### src/rtl/core/cct_pkg.sv
// Package for the character class tokenizer: record layouts and codes shared
// by the front end, queue and output stage, and the byte classification functions
// used by the front end. No dependencies.
package cct_pkg;

   localparam int MAX_TOKEN_LEN = 64;
   localparam int QUEUE_DEPTH   = 4;
   localparam int QUEUE_AW      = $clog2(QUEUE_DEPTH);

   localparam logic [1:0] KIND_CHAR = 2'd0;
   localparam logic [1:0] KIND_END  = 2'd1;
   localparam logic [1:0] KIND_WARN = 2'd2;

   localparam logic [1:0] CLASS_NUMBER   = 2'd0;
   localparam logic [1:0] CLASS_ALPHA    = 2'd1;
   localparam logic [1:0] CLASS_ALNUM    = 2'd2;
   localparam logic [1:0] CLASS_FRACTION = 2'd3;

   localparam logic [2:0] TERM_BLANK     = 3'd0;
   localparam logic [2:0] TERM_SEPARATOR = 3'd1;
   localparam logic [2:0] TERM_NEWLINE   = 3'd2;
   localparam logic [2:0] TERM_EOS       = 3'd3;
   localparam logic [2:0] TERM_NONE      = 3'd4;

   localparam logic [6:0]  MAX_LEN_VAL = 7'(MAX_TOKEN_LEN);
   localparam logic [15:0] SAT_16      = 16'hFFFF;

   // Fields are declared from the highest bit down, so char_out sits lowest.
   typedef struct packed {
      logic        truncated;
      logic [1:0]  terminator;
      logic [15:0] line_count;
      logic [15:0] token_start;
      logic [6:0]  token_length;
      logic [1:0]  token_class;
      logic [7:0]  char_out;
   } cct_data_type;

   typedef struct packed {
      logic [1:0]   result_kind;
      cct_data_type data;
   } cct_word_type;

   function automatic logic is_ignored(input logic [7:0] c);
      return c == 8'h2B || c == 8'h22 || c == 8'h7B || c == 8'h28 || c == 8'h7E ||
             c == 8'h21 || c == 8'h40 || c == 8'h24 || c == 8'h25 || c == 8'h5E ||
             c == 8'h2A || c == 8'h3D || c == 8'h7C || c == 8'h3F || c == 8'h3C;
   endfunction

   function automatic logic [2:0] term_kind(input logic [7:0] c);
      logic [2:0] k;
      k = TERM_NONE;
      if (c == 8'h20 || c == 8'h2D || c == 8'h2E || c == 8'h29 || c == 8'h7D ||
          c == 8'h3E || c == 8'h5F) begin
         k = TERM_BLANK;
      end else if (c == 8'h09 || c == 8'h2C || c == 8'h3B) begin
         k = TERM_SEPARATOR;
      end else if (c == 8'h0A || c == 8'h0D || c == 8'h0C) begin
         k = TERM_NEWLINE;
      end else if (c == 8'h00) begin
         k = TERM_EOS;
      end
      return k;
   endfunction

endpackage

### src/rtl/core/char_class_tokenizer.sv
// Top level of the character class tokenizer: front end, result queue and
// output stage. Depends on cct_pkg, cct_front, cct_queue and cct_back.
//
// Usage: text bytes enter on the req_ channel, one byte per word; a zero byte
// ends a string. Each byte yields no word or one word on the rsp_ channel:
// a token character, a token end record or an unexpected byte warning, with
// the kind in rsp_tuser. Line and offset counting restart after a zero byte.
// A byte is taken every cycle while the four-entry queue has room; a result
// word is written into the queue at the edge that accepts its byte, then
// loaded into the output register and presented on rsp_; that register can
// deliver one word per cycle while the receiver is ready, so the sustained
// rate is one byte per cycle, set by the combinational classify and the
// registered state update in the front end. When the receiver stalls, the
// output register holds its word and the queue fills; once it is full
// req_tready falls until a word is taken. Reset clears the token state,
// sets the line number to one, and empties the queue and output register.
module char_class_tokenizer (
   input  logic        clock,
   input  logic        reset,
   input  logic        req_tvalid,
   output logic        req_tready,
   input  logic [7:0]  req_tdata,   // [7:0] char_byte
   output logic        rsp_tvalid,
   input  logic        rsp_tready,
   output logic [55:0] rsp_tdata,   // [7:0] char_out, [9:8] token_class,
                                    // [16:10] token_length, [32:17] token_start,
                                    // [48:33] line_count, [50:49] terminator,
                                    // [51] truncated, [55:52] zero
   output logic [1:0]  rsp_tuser    // [1:0] result_kind
);
   import cct_pkg::*;

   logic         accept;
   logic         push;
   cct_word_type push_word;
   logic         pop;
   logic         queue_full;
   logic         queue_empty;
   cct_word_type head_word;
   cct_word_type out_word;

   assign req_tready = !queue_full;
   assign accept     = req_tvalid && req_tready;

   cct_front u_front (
      .clock     (clock),
      .reset     (reset),
      .accept    (accept),
      .char_byte (req_tdata),
      .push      (push),
      .push_word (push_word)
   );

   cct_queue u_queue (
      .clock     (clock),
      .reset     (reset),
      .push      (push),
      .push_word (push_word),
      .pop       (pop),
      .full      (queue_full),
      .empty     (queue_empty),
      .head_word (head_word)
   );

   cct_back u_back (
      .clock       (clock),
      .reset       (reset),
      .queue_empty (queue_empty),
      .head_word   (head_word),
      .pop         (pop),
      .out_ready   (rsp_tready),
      .out_valid   (rsp_tvalid),
      .out_word    (out_word)
   );

   assign rsp_tdata = {4'b0000, out_word.data};
   assign rsp_tuser = out_word.result_kind;

endmodule

### src/rtl/core/cct_front.sv
// Front end of the tokenizer: classifies each byte, keeps the per-string
// token state and pushes at most one result word per byte into the queue.
// Depends on cct_pkg.
module cct_front (
   input  logic                  clock,
   input  logic                  reset,
   input  logic                  accept,
   input  logic [7:0]            char_byte,
   output logic                  push,
   output cct_pkg::cct_word_type push_word
);
   import cct_pkg::*;

   logic        open_ff,        open_in;
   logic [1:0]  class_ff,       class_in;
   logic [6:0]  length_ff,      length_in;
   logic [15:0] start_ff,       start_in;
   logic [15:0] offset_ff,      offset_in;
   logic [15:0] line_ff,        line_in;
   logic        overflowed_ff,  overflowed_in;

   logic       is_digit;
   logic       is_alpha;
   logic       is_slash;
   logic [2:0] tk;

   assign is_digit = char_byte >= 8'h30 && char_byte <= 8'h39;
   assign is_alpha = (char_byte >= 8'h41 && char_byte <= 8'h5A) ||
                     (char_byte >= 8'h61 && char_byte <= 8'h7A);
   assign is_slash = char_byte == 8'h2F;
   assign tk       = term_kind(char_byte);

   always_comb begin
      open_in       = open_ff;
      class_in      = class_ff;
      length_in     = length_ff;
      start_in      = start_ff;
      offset_in     = offset_ff;
      line_in       = line_ff;
      overflowed_in = overflowed_ff;
      push          = 1'b0;
      push_word     = '0;
      if (accept) begin
         if (offset_ff != SAT_16) begin
            offset_in = offset_ff + 16'd1;
         end
         if (is_ignored(char_byte)) begin
            push = 1'b0;
         end else if (tk != TERM_NONE) begin
            if (open_ff) begin
               push                        = 1'b1;
               push_word.result_kind       = KIND_END;
               push_word.data.token_class  = class_ff;
               push_word.data.token_length = length_ff;
               push_word.data.token_start  = start_ff;
               push_word.data.line_count   = line_ff;
               push_word.data.terminator   = tk[1:0];
               push_word.data.truncated    = overflowed_ff;
               if ((tk == TERM_NEWLINE || tk == TERM_EOS) && line_ff != SAT_16) begin
                  line_in = line_ff + 16'd1;
               end
               open_in       = 1'b0;
               length_in     = '0;
               start_in      = '0;
               overflowed_in = 1'b0;
            end
            if (tk == TERM_EOS) begin
               open_in       = 1'b0;
               length_in     = '0;
               start_in      = '0;
               offset_in     = '0;
               line_in       = 16'd1;
               overflowed_in = 1'b0;
            end
         end else if (is_digit || is_alpha || is_slash) begin
            if (length_ff >= MAX_LEN_VAL) begin
               overflowed_in = 1'b1;
            end else begin
               if (is_digit) begin
                  if (!open_ff) begin
                     open_in  = 1'b1;
                     class_in = CLASS_NUMBER;
                  end else if (class_ff == CLASS_ALPHA) begin
                     class_in = CLASS_ALNUM;
                  end
               end else if (is_alpha) begin
                  if (!open_ff) begin
                     open_in  = 1'b1;
                     class_in = CLASS_ALPHA;
                  end else if (class_ff == CLASS_NUMBER) begin
                     class_in = CLASS_ALNUM;
                  end
               end else if (open_ff && class_ff == CLASS_NUMBER) begin
                  class_in = CLASS_FRACTION;
               end
               if (length_ff == '0) begin
                  start_in = offset_ff;
               end
               length_in                = length_ff + 7'd1;
               push                     = 1'b1;
               push_word.result_kind    = KIND_CHAR;
               push_word.data.char_out  = char_byte;
            end
         end else begin
            push                    = 1'b1;
            push_word.result_kind   = KIND_WARN;
            push_word.data.char_out = char_byte;
         end
      end
   end

   always_ff @(posedge clock) begin
      if (reset) begin
         open_ff       <= 1'b0;
         class_ff      <= CLASS_NUMBER;
         length_ff     <= '0;
         start_ff      <= '0;
         offset_ff     <= '0;
         line_ff       <= 16'd1;
         overflowed_ff <= 1'b0;
      end else begin
         open_ff       <= open_in;
         class_ff      <= class_in;
         length_ff     <= length_in;
         start_ff      <= start_in;
         offset_ff     <= offset_in;
         line_ff       <= line_in;
         overflowed_ff <= overflowed_in;
      end
   end

endmodule

### src/rtl/core/cct_queue.sv
// Short first-in first-out queue of result words between front end and
// output stage, held in flip-flops.
// Depends on cct_pkg.
module cct_queue (
   input  logic                  clock,
   input  logic                  reset,
   input  logic                  push,
   input  cct_pkg::cct_word_type push_word,
   input  logic                  pop,
   output logic                  full,
   output logic                  empty,
   output cct_pkg::cct_word_type head_word
);
   import cct_pkg::*;

   cct_word_type              entry_ff [QUEUE_DEPTH];
   logic [QUEUE_AW-1:0]       wr_ptr_ff, wr_ptr_in;
   logic [QUEUE_AW-1:0]       rd_ptr_ff, rd_ptr_in;
   logic [QUEUE_AW:0]         count_ff,  count_in;

   assign full      = count_ff == (QUEUE_AW + 1)'(QUEUE_DEPTH);
   assign empty     = count_ff == '0;
   assign head_word = entry_ff[rd_ptr_ff];

   always_comb begin
      wr_ptr_in = push ? wr_ptr_ff + QUEUE_AW'(1) : wr_ptr_ff;
      rd_ptr_in = pop  ? rd_ptr_ff + QUEUE_AW'(1) : rd_ptr_ff;
      count_in  = count_ff;
      if (push && !pop) begin
         count_in = count_ff + (QUEUE_AW + 1)'(1);
      end else if (pop && !push) begin
         count_in = count_ff - (QUEUE_AW + 1)'(1);
      end
   end

   always_ff @(posedge clock) begin
      if (reset) begin
         wr_ptr_ff <= '0;
         rd_ptr_ff <= '0;
         count_ff  <= '0;
      end else begin
         wr_ptr_ff <= wr_ptr_in;
         rd_ptr_ff <= rd_ptr_in;
         count_ff  <= count_in;
      end
   end

   always_ff @(posedge clock) begin
      if (push) begin
         entry_ff[wr_ptr_ff] <= push_word;
      end
   end

endmodule

### src/rtl/core/cct_back.sv
// Output stage of the tokenizer: takes words from the queue into a
// registered result channel and holds them while the receiver stalls.
// Depends on cct_pkg.
module cct_back (
   input  logic                  clock,
   input  logic                  reset,
   input  logic                  queue_empty,
   input  cct_pkg::cct_word_type head_word,
   output logic                  pop,
   input  logic                  out_ready,
   output logic                  out_valid,
   output cct_pkg::cct_word_type out_word
);
   import cct_pkg::*;

   logic         valid_ff, valid_in;
   cct_word_type word_ff,  word_in;

   assign pop       = !queue_empty && (!valid_ff || out_ready);
   assign valid_in  = pop || (valid_ff && !out_ready);
   assign word_in   = pop ? head_word : word_ff;
   assign out_valid = valid_ff;
   assign out_word  = word_ff;

   always_ff @(posedge clock) begin
      if (reset) begin
         valid_ff <= 1'b0;
      end else begin
         valid_ff <= valid_in;
      end
   end

   always_ff @(posedge clock) begin
      word_ff <= word_in;
   end

endmodule

### config.mk
export PLATFORM = sky130hd
export DESIGN_NAME = char_class_tokenizer
export DESIGN_NICKNAME = d
export VERILOG_FILES = /design/src/rtl/core/cct_pkg.sv /design/src/rtl/core/char_class_tokenizer.sv /design/src/rtl/core/cct_front.sv /design/src/rtl/core/cct_queue.sv /design/src/rtl/core/cct_back.sv
export SDC_FILE = /design/constraint.sdc
export NUM_CORES = 1
export LEC_CHECK = 0
export BUFFER_PORTS_ARGS = -buffer_cell sky130_fd_sc_hd__buf_2
export CAP_MARGIN = 20
export CORE_MARGIN = 4
export CORE_UTILIZATION = 47
export DETAILED_ROUTE_END_ITERATION = 16
export HOLD_SLACK_MARGIN = 0.08
export PLACE_DENSITY = 0.62
export SKIP_LAST_GASP = 1
export SYNTH_ARGS = -nofsm -noshare
export SYNTH_HDL_FRONTEND = slang
export SYNTH_SLANG_ARGS = --single-unit
### constraint.sdc
create_clock -name clock -period 13.2 [get_ports clock]
set_input_delay 2.64 -clock clock [delete_from_list [all_inputs] [get_ports clock]]
set_output_delay 2.64 -clock clock [all_outputs]
set_load 0.005 [all_outputs]
==> flow_summary.yaml <==
finish:
  syn_to_final_growth_pct: 13.8
  fraction_of_layout_cells_with_a_size_suffix_above_1_pct: 21.8
  insertedDiodeCount: 0
  final_nets: 964
timing:
  finalCriticalPeriod_ns: 5.56
  grt_setup_unrepaired: "no"
  totalNegativeSetupSlack_ns: 0
  max_freq_mhz: 180
  setup_viol_count_final: 0
  tcrit_tclk_final_pct: 42.1
  drv_slew: 0
  max_slew_headroom_at_the_worst_pin_pct: 35.0
  finalClockSkew_ns: 0.0200
  final_number_of_hold_violating_endpoints: 0
  timing_worst_slew_pin_value_ns: 0.976
logic_synthesis:
  synth_top_family_by_area: "simple AND/OR/NAND/NOR gates"
  async_reset_ff_share_pct: 0
  cell_area_synth_um2: 13700
  synth-simple-area-share_pct: 11.6
  yosys_most_used_dff: "edfxtp_1"
  synth-compound-area-share_pct: 4.28
  muxShareOfSynthArea_pct: 10.8
  yosys.area_share.xor_xnor_pct: 1.09
  syn-instance-count: 871
  mean_instance_size_in_the_synthesized_netlist_um2: 15.7
  synthAdderAreaFrac_pct: 0.969
  synth-seq-area-share_pct: 69.0
  synth.yosys.warnings: 0
  synth_edf_count: 270
  synth.lib_cells_used.distinct: 71
  synth_seq_cells: 337
clocking:
  postCtsSetupRepairBufs: 0
  cts-root-buf: "clkbuf_16"
  clock_latency_ns: 0.51
  post_cts_hold_buffer_count: 0
  cts_sinks: 337
  ctsResizeCount: 0
  cts_tree: "built"
  clk_pin_slew_ns: 0.06
  cts_buffers: 36
  cts_htree_levels: 2
  cts_max_path_buffers: 3
run:
  drv_cap: 0
die:
  floorplan.initialDensity_pct: 47.7
  die_height_um: 179
  coreArea_um2: 28700
  num_io_pins: 72
  die_area_um2: 31900
  number_of_standard_cell_rows_in_the_floorplan: 62
  fp.dieW_um: 179
placed_design:
  detailedPlacementHpwl_mm: 17.3
  count_of_input_and_output_buffers: 67
  globalplace.congestion: 0.835
grt:
  number_of_global_route_vias_before_repair: 7502
  grt_first_pass_wirelength_mm: 43.1
  grt_max_degree: 57
  grt_overflow_total: 0
  global_route.usage.total_pct: 17.5
  antenna_found_initial: 0
pwr:
  cellPowerDensity_nw_per_um2: 187
  worst_ir_drop_vdd_mv: 0.163
  power.total_w: 0.00291
  cellLeakagePower_nw: 5.19
worst_setup_path:
  timing.critical_path.required_ns: 13.36
  worst_path_dominant_cell_family: "simple AND/OR/NAND/NOR gates"
  critPathBufInv: 2
  r2r_cells: 7
  cp_cell_sequence: "buf_2 > or4_1 > o221ai_1 > nand2_1 > o21ai_1 > o211a_2 > and2_2 > buf_4"
  timing.setup.critical_path_class: "input pin to flop"
  cp_max_delay_cell: "and2_2"
  crit_arrival_ns: 5.72
  worst-path-max-fanout: 29
  critical_path_depth: 8
  crit_path_max_incr_delay_ns: 0.65
  crit_path_end_kind: "flop"
  worstSetupStartpointType: "input pin"
drt:
  postRouteWirelength_mm: 27.7
  drt-pass1-iter-count: 5
  routed_via_density: 5.72
  dr_total_vias: 7750
  number_of_routed_nets_with_antenna_violations: 0
  post_detailed_route_drc_marker_count: 0
  routedWlPerCell_um: 20.4
  drt-initial-drc-count: 643
outcome:
  outcome: "finished clean"
min_path:
  min_delay_path_depth: 2
  holdCritPathClass: "flop to flop"
## worst reg2reg max path, stage by stage (launching register included)
cell and delay [ns]:
dfxtp_1 0.40, or3b_2 0.26, o311ai_1 0.15, a311oi_2 0.54
and2_1 0.30, o211a_2 0.31, and2_2 0.65, buf_4 0.52
## layout by cell type, fill, tap and decap left out, types with 4 or more instances in the layout
cell type / Yosys / layout
o31ai_1: 8 / 8
or4_1: 12 / 12
and3_1: 47 / 47
a31oi_1: 6 / 6
and2_1: 14 / 10
buf_2: 9 / 67
nand2b_1: 20 / 20
mux4_2: 54 / 54
o21ai_0: 9 / 9
clkbuf_16: 0 / 37
nor2b_1: 5 / 5
xnor2_1: 10 / 10
buf_4: 6 / 14
conb_1: 1 / 4
ha_1: 9 / 9
dfxtp_1: 67 / 65
o21ai_1: 4 / 4
nand3_1: 20 / 20
nor4_1: 11 / 11
nand3b_1: 7 / 7
clkinv_1: 0 / 8
clkinv_2: 0 / 6
edfxtp_1: 270 / 270
nand2_1: 44 / 44
nor3_1: 21 / 21
nand4_1: 11 / 11
nor2_1: 29 / 29
mux2i_1: 24 / 24
or3_1: 10 / 10
a21oi_1: 30 / 29
xor2_1: 7 / 7
and2_2: 0 / 4
inv_1: 12 / 12
## metal layers
layer | global-route usage (%) | wire length [um] | vias up | share of wire, %
met1 | 25.8 | 12500 | 3909 | 45
met3 | 4.03 | 2020 | 40 | 7.3
met4 | 4.03 | 424 | 0 | 1.5
li1 | - | - | 3562 | -
met2 | 26.9 | 12800 | 239 | 46
met5 | 0 | 0 | - | 0
## cell usage after synthesis (all sizes together) (3+ instances only)
cell    count  area [um^2]
nand3b      7         52.6
buf        25          150
o211ai      3         22.5
mux4       54         1220
or3        10         62.6
or3b        3         26.3
mux2i      24          240
o31ai       8         60.1
a21oi      30          150
dfxtp      67         1340
or4        12         90.1
xor2        7         61.3
a211o       4         36.3
ha          9          113
nor2b       5         31.3
a21o        3         22.5
and3       47          294
nand4      11         68.8
clkbuf     27          101
a31oi       6         37.5
nor3       23          125
inv        12         45.0
nor2       29          109
nor4       12         81.3
xnor2      10         87.6
nand2      44          165
and2       15         93.8
nor4b       3         38.8
nand3      20          100
o21ai      13         65.1
o211a       3         30.0
edfxtp    270         8110
nand2b     20          125
nand4b      3         26.3
## final cells by class
class | count | area (um^2)
Clock inverter | 24 | 210
Tap cell | 384 | 480
Sequential cell | 337 | 9450
Timing Repair Buffer | 82 | 452
Inverter | 12 | 45.0
Clock buffer | 42 | 965
Fill cell | 2331 | 13100
Multi-Input combinational cell | 473 | 3970
## metrics by stage
| stage | utilization (%) | instances | hold slack [ns] | area [um^2] | setup slack, ns |
|---|---|---|---|---|---|
| 6_report | 54.3 | 1354 | 0.470 | 15600 | 7.64 |
| 5_1_grt | 54.3 | 1354 | 0.494 | 15600 | 7.41 |
| 4_1_cts | 54.2 | 1353 | 0.473 | 15600 | 7.63 |
| 3_5_place_dp | 50.1 | 1287 | 0.463 | 14400 | 7.10 |
| 3_3_place_gp | 50.1 | 1287 | 0.458 | 14400 | 7.14 |
| 2_1_floorplan | - | 874 | 0.447 | 13700 | 6.45 |
## power by group
part	switching [W]	total [W]	internal (W)	leakage, nW
clock	0.000403	0.000989	0.000586	0.572
sequential	0.0000666	0.00143	0.00136	2.92
combinational	0.000271	0.000491	0.000220	1.69
## cell families (layout without fill, tap and decap cells)
kind of cell             count (synthesis)  in the layout
flip-flops                             337            337
AND/OR/NAND/NOR                        275            275
AO/OA/AOI/OAI                           87             87
multiplexers                            80             80
buffers and inverters                   64            160
XOR/XNOR                                17             17
adder cells (fa/ha/maj)                 10             10
other                                    1              4
## sequential cells by signal (all words and copies together) (netlist names)
signal                 flops
u_queue.entry_ff         216
u_front.class_ff           2
u_front.overflowed_ff      1
u_queue.count_ff           3
u_queue.rd_ptr_ff          2
u_front.offset_ff         16
u_queue.wr_ptr_ff          2
u_front.open_ff            1
u_front.start_ff          16
u_front.length_ff          7
u_front.line_ff           16
u_back.out_word           54
u_back.out_valid           1
## path summary, 6_finish.rpt
check                       start                       to  slack, ns
max                  req_tdata[1]  u_queue.entry_ff[3][22]       7.64
min          u_front.start_ff[12]     u_front.start_ff[12]       0.47
max reg2reg   u_queue.count_ff[0]  u_queue.entry_ff[3][22]       9.69
min reg2reg  u_front.start_ff[12]     u_front.start_ff[12]       0.47
(Power assumes the default switching activity.)
